### src/rtl/lfpr_pkg.sv
// Shared constants and types of the length framed packet receiver.
`default_nettype none

package lfpr_pkg;

  // Frame store geometry and length limits
  localparam int unsigned MaxFrame  = 64;
  localparam int unsigned MinFrame  = 5;
  localparam int unsigned StoreAw   = $clog2(MaxFrame);
  localparam int unsigned LenW      = StoreAw + 1;

  // Register reset values
  localparam logic [7:0] StartByteRst = 8'h02;
  localparam logic [7:0] EndByteRst   = 8'h03;

  // Register indexes (byte address bit 2)
  localparam logic RegStart = 1'b0;
  localparam logic RegEnd   = 1'b1;

  // Receive / emit sequencer
  typedef enum logic [1:0] {
    ST_RECV = 2'b01,
    ST_EMIT = 2'b10
  } state_e;

endpackage

`default_nettype wire

### src/rtl/length_framed_packet_receiver_core.sv
// Top level of the length framed packet receiver with XOR checksum.
//
//   channel  | handshake               | payload
//   ---------+-------------------------+---------------------------------------------
//   rx       | rx_valid_i / rx_ready_o | rx_byte_i
//   out      | out_valid_o/out_ready_i | packet_byte_o byte_position_o frame_length_o
//            |                         | last_byte_o
//   apb      | psel penable pwrite     | paddr pwdata prdata (pready tied high)
//
// Receive: one word per cycle while rx_ready_o is high, each stored byte written to the frame RAM.
// A good frame of N bytes is then replayed from the RAM one word at a time (RAM read,
// then output register load, before the next read); rx_ready_o is low meanwhile.
// The frame RAM needs no clearing after reset; only written entries are read.
// Out stalls hold the replay; a stalled output word never blocks rx once the
// last word of the frame sits in the output register.
`default_nettype none

module length_framed_packet_receiver_core (
  input  wire logic        clk_i,
  input  wire logic        rst_ni,
  // config port
  input  wire logic        psel,
  input  wire logic        penable,
  input  wire logic        pwrite,
  input  wire logic [2:0]  paddr,
  input  wire logic [31:0] pwdata,
  output logic      [31:0] prdata,
  output logic             pready,
  // received bytes
  input  wire logic        rx_valid_i,
  output logic             rx_ready_o,
  input  wire logic [7:0]  rx_byte_i,
  // validated frame words
  output logic             out_valid_o,
  input  wire logic        out_ready_i,
  output logic      [7:0]  packet_byte_o,
  output logic      [5:0]  byte_position_o,
  output logic      [6:0]  frame_length_o,
  output logic             last_byte_o
);

  localparam int unsigned Aw = lfpr_pkg::StoreAw;
  localparam int unsigned Lw = lfpr_pkg::LenW;

  lfpr_pkg::state_e state_q, state_d;

  logic [7:0]    start_q, end_q;
  logic [Lw-1:0] fill_q, fill_d;
  logic [Lw-1:0] decl_q, decl_d;
  logic [7:0]    xor_q, xor_d;
  logic [7:0]    prev_q, prev_d;
  logic [Aw-1:0] emit_idx_q, emit_idx_d;
  logic [Aw-1:0] rd_pos_q;
  logic          pend_q, out_valid_q, out_valid_d;
  logic [7:0]    pkt_q;
  logic [Aw-1:0] pos_q;
  logic [Lw-1:0] len_q;
  logic          last_q;

  logic          rx_acc, cfg_wr, ram_we, issue, load_last;
  logic [Lw-1:0] fill_inc;
  logic [7:0]    ram_rdata;

  // Config registers
  assign pready = 1'b1;
  assign cfg_wr = psel && penable && pwrite;
  assign prdata = {24'd0, (paddr[2] == lfpr_pkg::RegEnd) ? end_q : start_q};

  always_ff @(posedge clk_i or negedge rst_ni) begin
    if (!rst_ni) begin
      start_q <= lfpr_pkg::StartByteRst;
      end_q   <= lfpr_pkg::EndByteRst;
    end else if (cfg_wr) begin
      if (paddr[2] == lfpr_pkg::RegStart) begin
        start_q <= pwdata[7:0];
      end else begin
        end_q <= pwdata[7:0];
      end
    end
  end

  assign rx_ready_o = (state_q == lfpr_pkg::ST_RECV);
  assign rx_acc     = rx_valid_i && rx_ready_o;
  assign fill_inc   = fill_q + Lw'(1);

  // Receive path: store, length check, end/checksum check
  always_comb begin
    fill_d  = fill_q;
    decl_d  = decl_q;
    xor_d   = xor_q;
    prev_d  = prev_q;
    state_d = state_q;
    ram_we  = 1'b0;
    emit_idx_d = emit_idx_q;
    if (rx_acc) begin
      if (fill_q == '0 && rx_byte_i != start_q) begin
        // idle noise, dropped
      end else if (fill_q[Lw-1]) begin
        // store full: drop word, back to idle
        fill_d = '0;
        decl_d = '0;
        xor_d  = '0;
      end else begin
        ram_we = 1'b1;
        fill_d = fill_inc;
        xor_d  = xor_q ^ rx_byte_i;
        prev_d = rx_byte_i;
        if (fill_q == Lw'(1)) begin
          if (rx_byte_i inside {[lfpr_pkg::MinFrame:lfpr_pkg::MaxFrame]}) begin
            decl_d = rx_byte_i[Lw-1:0];
          end else begin
            fill_d = '0;
            decl_d = '0;
            xor_d  = '0;
          end
        end else if (fill_q != '0 && fill_inc == decl_q) begin
          // frame end by length; decl_q is kept for the replay
          fill_d = '0;
          xor_d  = '0;
          if (prev_q == end_q && rx_byte_i == xor_q) begin
            state_d    = lfpr_pkg::ST_EMIT;
            emit_idx_d = '0;
          end else begin
            decl_d = '0;
          end
        end
      end
    end
    // replay: read issue, then load into the output register
    if (issue) begin
      emit_idx_d = emit_idx_q + Aw'(1);
    end
    if (pend_q && load_last) begin
      state_d = lfpr_pkg::ST_RECV;
    end
  end

  // Replay control: one RAM read outstanding, issued only when the
  // output register is free at the load edge
  assign issue = (state_q == lfpr_pkg::ST_EMIT) && !pend_q &&
                 (!out_valid_q || out_ready_i);
  assign load_last = ({1'b0, rd_pos_q} + Lw'(1)) == decl_q;
  assign out_valid_d = pend_q ? 1'b1 : (out_valid_q && !out_ready_i);

  always_ff @(posedge clk_i or negedge rst_ni) begin
    if (!rst_ni) begin
      state_q     <= lfpr_pkg::ST_RECV;
      fill_q      <= '0;
      decl_q      <= '0;
      xor_q       <= '0;
      prev_q      <= '0;
      emit_idx_q  <= '0;
      pend_q      <= 1'b0;
      out_valid_q <= 1'b0;
    end else begin
      state_q     <= state_d;
      fill_q      <= fill_d;
      decl_q      <= decl_d;
      xor_q       <= xor_d;
      prev_q      <= prev_d;
      emit_idx_q  <= emit_idx_d;
      pend_q      <= issue;
      out_valid_q <= out_valid_d;
    end
  end

  // Payload registers
  always_ff @(posedge clk_i) begin
    if (issue) begin
      rd_pos_q <= emit_idx_q;
    end
    if (pend_q) begin
      pkt_q  <= ram_rdata;
      pos_q  <= rd_pos_q;
      len_q  <= decl_q;
      last_q <= load_last;
    end
  end

  // Frame store
  lfpr_ram #(
    .Width (8),
    .Depth (lfpr_pkg::MaxFrame)
  ) u_frame_ram (
    .clk_i   (clk_i),
    .we_i    (ram_we),
    .waddr_i (fill_q[Aw-1:0]),
    .wdata_i (rx_byte_i),
    .re_i    (issue),
    .raddr_i (emit_idx_q),
    .rdata_o (ram_rdata)
  );

  assign out_valid_o     = out_valid_q;
  assign packet_byte_o   = pkt_q;
  assign byte_position_o = pos_q;
  assign frame_length_o  = len_q;
  assign last_byte_o     = last_q;

endmodule

`default_nettype wire

### src/rtl/lfpr_ram.sv
// Generic single-write, single-read RAM with registered read data.
`default_nettype none

module lfpr_ram #(
  parameter int unsigned Width = 8,
  parameter int unsigned Depth = 64,
  localparam int unsigned AddrW = $clog2(Depth)
) (
  input  wire logic             clk_i,
  input  wire logic             we_i,
  input  wire logic [AddrW-1:0] waddr_i,
  input  wire logic [Width-1:0] wdata_i,
  input  wire logic             re_i,
  input  wire logic [AddrW-1:0] raddr_i,
  output logic      [Width-1:0] rdata_o
);

  logic [Width-1:0] mem_q [Depth];
  logic [Width-1:0] rdata_q;

  // Write port
  always_ff @(posedge clk_i) begin
    if (we_i) begin
      mem_q[waddr_i] <= wdata_i;
    end
  end

  // Registered read port
  always_ff @(posedge clk_i) begin
    if (re_i) begin
      rdata_q <= mem_q[raddr_i];
    end
  end

  assign rdata_o = rdata_q;

endmodule

`default_nettype wire

### config.mk
export PLATFORM = sky130hd
export DESIGN_NAME = length_framed_packet_receiver_core
export DESIGN_NICKNAME = d
export VERILOG_FILES = /design/src/rtl/lfpr_pkg.sv /design/src/rtl/length_framed_packet_receiver_core.sv /design/src/rtl/lfpr_ram.sv
export SDC_FILE = /design/constraint.sdc
export NUM_CORES = 1
export LEC_CHECK = 0
export ABC_AREA = 1
export BUFFER_PORTS_ARGS = -buffer_cell sky130_fd_sc_hd__buf_2
export CORE_UTILIZATION = 56
export DETAILED_ROUTE_END_ITERATION = 16
export GPL_ROUTABILITY_DRIVEN = 1
export HOLD_SLACK_MARGIN = 0.05
export PLACE_DENSITY = 0.74
export SLEW_MARGIN = 20
export SYNTH_ARGS = -nofsm -noshare
export SYNTH_HDL_FRONTEND = slang
export SYNTH_SLANG_ARGS = --single-unit
### constraint.sdc
create_clock -name clk_i -period 2.9 [get_ports clk_i]
set_input_delay 0.435 -clock clk_i [delete_from_list [all_inputs] [get_ports clk_i]]
set_output_delay 0.435 -clock clk_i [all_outputs]
set_load 0.005 [all_outputs]
==> metrics.txt <==
# TYPE chip_impl_metric gauge
chip_impl_info{name="result_of_the_run",value="finished clean"} 1
chip_impl_info{name="crit-reg2reg-launch",value="fill_q[1]$_DFFE_PN0P_"} 1
chip_impl_metric{name="timing.final.hold_violations",unit=""} 0
chip_impl_metric{name="final.period_utilization",unit=""} 0.9050
chip_impl_metric{name="static-leakage-power",unit="nW"} 10.46
chip_impl_metric{name="detailedRoute.firstPassIterationCount",unit=""} 8
chip_impl_metric{name="detail_route.wl_per_cell",unit="um"} 20.85
chip_impl_metric{name="finalSetupViolCount",unit=""} 0
chip_impl_metric{name="max_slew.worst_pin.slew",unit="ps"} 946.1
chip_impl_metric{name="global_route_wire_length_before_repair",unit="um"} 94270
chip_impl_metric{name="initial_utilization",unit=""} 0.5678
chip_impl_info{name="synthDominantAreaCellType",value="sky130_fd_sc_hd__edfxtp_1"} 1
chip_impl_metric{name="detailroute.via_count",unit=""} 17194
chip_impl_metric{name="period_minus_slack",unit="ps"} 2624
chip_impl_metric{name="cts.htree.levels",unit=""} 2
chip_impl_metric{name="post_cts_resized",unit=""} 0
chip_impl_metric{name="io_buffers",unit=""} 55
chip_impl_metric{name="fin_hold_ws",unit="ps"} 85.05
chip_impl_metric{name="timing.final.max_slew_violations",unit=""} 0
chip_impl_metric{name="net_switching_fraction_of_the_power",unit=""} 0.1974
chip_impl_info{name="cp-end-kind",value="flop"} 1
chip_impl_info{name="critPathLaunch",value="fill_q[1]$_DFFE_PN0P_"} 1
chip_impl_metric{name="cellInternalPower",unit="mW"} 14.06
chip_impl_info{name="clock_tree_from_tritoncts",value="done"} 1
chip_impl_metric{name="power.net_switching",unit="mW"} 3.458
chip_impl_metric{name="die-height",unit="um"} 214.0
chip_impl_info{name="hold_path.startpoint",value="pwdata[1]"} 1
chip_impl_metric{name="fin_worst_skew",unit="ps"} 11.68
chip_impl_metric{name="area.growth.synth_to_final",unit="%"} 12.94
chip_impl_metric{name="cts.sinks",unit=""} 604
chip_impl_metric{name="synth_top_cell_area_share",unit=""} 0.6539
chip_impl_metric{name="num_rows",unit=""} 77
chip_impl_metric{name="power.share.combinational",unit=""} 0.021
chip_impl_info{name="clock-root-buffer",value="sky130_fd_sc_hd__clkbuf_16"} 1
chip_impl_metric{name="antenna_found_initial",unit=""} 4
chip_impl_metric{name="grt.overflow.total",unit=""} 0
chip_impl_metric{name="die_area",unit="um^2"} 45790
chip_impl_metric{name="numCtsBuffers",unit=""} 58
chip_impl_metric{name="hpwl",unit="um"} 36870
chip_impl_metric{name="clock_insertion_delay_worst_skew",unit="ps"} 610
chip_impl_metric{name="grt_max_degree",unit=""} 142
chip_impl_metric{name="cts_hold_buffers",unit=""} 2
chip_impl_metric{name="routability_congestion_estimate_from_global_placement",unit=""} 0.9238
chip_impl_metric{name="yosys_warnings",unit=""} 0
chip_impl_metric{name="first_global_vias",unit=""} 16537
chip_impl_metric{name="filler_cell_count",unit=""} 3256
chip_impl_metric{name="worst_ep_required_time",unit="ps"} 3210
chip_impl_info{name="timing.setup.critical_path_class",value="flop to flop"} 1
chip_impl_metric{name="clock_tree.buffer_depth",unit=""} 3
chip_impl_metric{name="antenna_cells",unit=""} 0
chip_impl_metric{name="max-cap-violations",unit=""} 0
chip_impl_metric{name="final.setup.tns",unit="ps"} 0
chip_impl_metric{name="antenna_left",unit=""} 0
chip_impl_metric{name="avgViaCountPerCell",unit=""} 5.838
chip_impl_metric{name="pwr-share-seq",unit=""} 0.547
chip_impl_metric{name="postSynthAreaPerCell",unit="um^2"} 11.41
chip_impl_metric{name="synth_area",unit="um^2"} 25160
chip_impl_metric{name="netlist_instances",unit=""} 2206
chip_impl_metric{name="cts.repair_timing.setup_buffer_count",unit=""} 0
chip_impl_metric{name="route.final.wire_length",unit="um"} 61410
chip_impl_metric{name="die-width",unit="um"} 214.0
chip_impl_metric{name="finalCoreUtilization",unit=""} 0.6413
chip_impl_metric{name="drt_drc_violations_left",unit=""} 0
chip_impl_metric{name="grt.total_usage",unit=""} 0.2690
chip_impl_metric{name="nets",unit=""} 2361
chip_impl_metric{name="max_freq",unit="MHz"} 381.0
chip_impl_metric{name="power.ir.vdd_worst",unit="uV"} 422.2
chip_impl_metric{name="drt_iter0_drc",unit=""} 2128
chip_impl_metric{name="floorplan.core_area",unit="um^2"} 44320
chip_impl_metric{name="power.total",unit="mW"} 17.52
chip_impl_metric{name="synth.lib_cells_used.distinct",unit=""} 34
chip_impl_metric{name="timing.slew.headroom",unit=""} 0.3692
chip_impl_metric{name="ios",unit=""} 107
chip_impl_info{name="grt_setup_unrepaired",value="false"} 1
chip_impl_metric{name="timing.critical_path.arrival",unit="ps"} 2930
chip_impl_metric{name="pwr_density_cell",unit="nW/um^2"} 616.5
chip_impl_metric{name="fraction_of_final_layout_cells_sized_beyond_drive_strength_1",unit=""} 0.1143
chip_impl_info{name="timing.critical_path.from_type",value="flop"} 1
chip_impl_info{name="hp-class",value="input port to flop"} 1
chip_impl_metric{name="yosysSeqAreaShare",unit=""} 0.7098
chip_impl_metric{name="clkTransAtPathRegs",unit="ps"} 60
chip_impl_info{name="post_synth_main_area_contributors",value="sky130_fd_sc_hd__edfxtp_1, sky130_fd_sc_hd__nand2_1, sky130_fd_sc_hd__o21ai_0"} 1
chip_impl_metric{name="synth_seq_cells",unit=""} 604
chip_impl_metric{name="power.share.clock",unit=""} 0.432
chip_impl_metric{name="timing.critical_path.fanout_max",unit=""} 9
## cells in the final DEF (no fill, tap or decap), drive strengths merged, types with 2 or more instances in the layout
cell type and instances:
or2 2, dfrtp 52, o22ai 120, xor2 8, clkinvlp 2, nor2 355
edfxtp 548, nand4 10, dfstp 4, bufinv 8, inv 66, clkbuf 71
o21ai 283, ha 5, clkinv 29, conb 25, dlygate4sd3 2, nor3 5
a21oi 12, xnor2 25, buf 162, nand2 425, nand3 129
## layout make-up
| class | count | area [um^2] | share of cell area |
|---|---|---|---|
| timing repair buffer | 164 | 1199 | 0.04218 |
| clock inverter | 36 | 381.6 | 0.01343 |
| inverter | 69 | 264.0 | 0.009289 |
| clock buffer | 71 | 1521 | 0.05354 |
| sequential | 604 | 17870 | 0.6288 |
| multi-input combinational | 1409 | 6442 | 0.2267 |
| tap | 592 | 740.7 | 0.02606 |
## sequential cells by signal (all words and copies together), names as in the netlist, 8 cells and up
name                 flops
u_frame_ram.rdata_o      8
u_frame_ram.mem_q      512
xor_q                    8
prev_q                   8
end_q                    8
packet_byte_o            8
start_q                  8
## power groups by stage
stage	Sequential [mW]	Combinational [mW]	Clock [mW]
2_1_floorplan	9.75	0.153	0
3_3_place_gp	9.76	0.342	0
3_5_place_dp	9.76	0.352	0
4_1_cts	9.58	0.360	7.65
5_1_grt	9.58	0.398	7.99
6_report	9.58	0.361	7.58
## worst max-delay path: stages, from the launching register on
cell	delay (ps)
sky130_fd_sc_hd__dfrtp_1	500
sky130_fd_sc_hd__inv_1	180
sky130_fd_sc_hd__ha_1	220
sky130_fd_sc_hd__nand3_1	90
sky130_fd_sc_hd__nor2_1	80
sky130_fd_sc_hd__nand2_1	100
sky130_fd_sc_hd__nand2_1	70
sky130_fd_sc_hd__inv_1	160
sky130_fd_sc_hd__nand3_1	440
sky130_fd_sc_hd__nor2_1	270
sky130_fd_sc_hd__buf_4	210
## stage by stage
stage | std cells | worst slack [ps] | cell area [um^2]
final | 2945 | 275.5 | 28420
after global routing | 2945 | 99.77 | 28420
after CTS | 2945 | 252.3 | 28420
after detailed placement | 2836 | 274.0 | 26500
after global placement | 2836 | 309.7 | 26500
after floorplan | 2229 | 419.2 | 25260
## metal layers
layer  vias up  global-route usage  wire [um]
met5         -                   0         13
met4         2             0.09640       1953
met3       136             0.04904       5307
met2       810              0.4335      29530
met1      8329              0.3690      24600
li1       7917                   -          -
## cells in the mapped netlist, drive strengths merged
| library cell | count |
|---|---|
| edfxtp | 548 |
| nand2 | 425 |
| nor2 | 355 |
| o21ai | 283 |
| nand3 | 129 |
| o22ai | 120 |
| clkbuf | 76 |
| buf | 71 |
| inv | 64 |
| dfrtp | 52 |
| xnor2 | 25 |
| a21oi | 12 |
| nand4 | 10 |
| xor2 | 8 |
| clkinv | 5 |
| ha | 5 |
| nor3 | 5 |
| dfstp | 4 |
| conb | 2 |
| or2 | 2 |
| and2 | 1 |
| and3 | 1 |
| nand3b | 1 |
| o211ai | 1 |
| xnor3 | 1 |
## path summary, 6_finish.rpt
| path | to | slack [ps] | cells past startpoint |
|---|---|---|---|
| min | end_q[1]$_DFFE_PN1P_ | 90 | 3 |
| max | u_frame_ram.mem_q[10][6]$_DFFE_PP_ | 280 | 10 |
| max in group asynchronous | emit_idx_q[1]$_DFFE_PN0P_ | 1830 | 3 |
| max reg2reg | u_frame_ram.mem_q[10][6]$_DFFE_PP_ | 280 | 10 |
| min reg2reg | packet_byte_o[6]$_DFFE_PP_ | 420 | 0 |
| min in group asynchronous | pend_q$_DFF_PN0_ | 520 | 3 |
## cells by family (layout without fill, tap and decap cells)
group	Yosys count	in the layout	synth area share
and+or+nand+nor	929	929	0.1480
other	2	25	0.0002984
buffers and inverters	216	340	0.03779
AOI/OAI and AO/OA	416	416	0.08925
DFF	604	604	0.7098
adders and majority gates	5	5	0.002486
xor gates and xnor gates	34	34	0.01238
(Power assumes the default switching activity.)
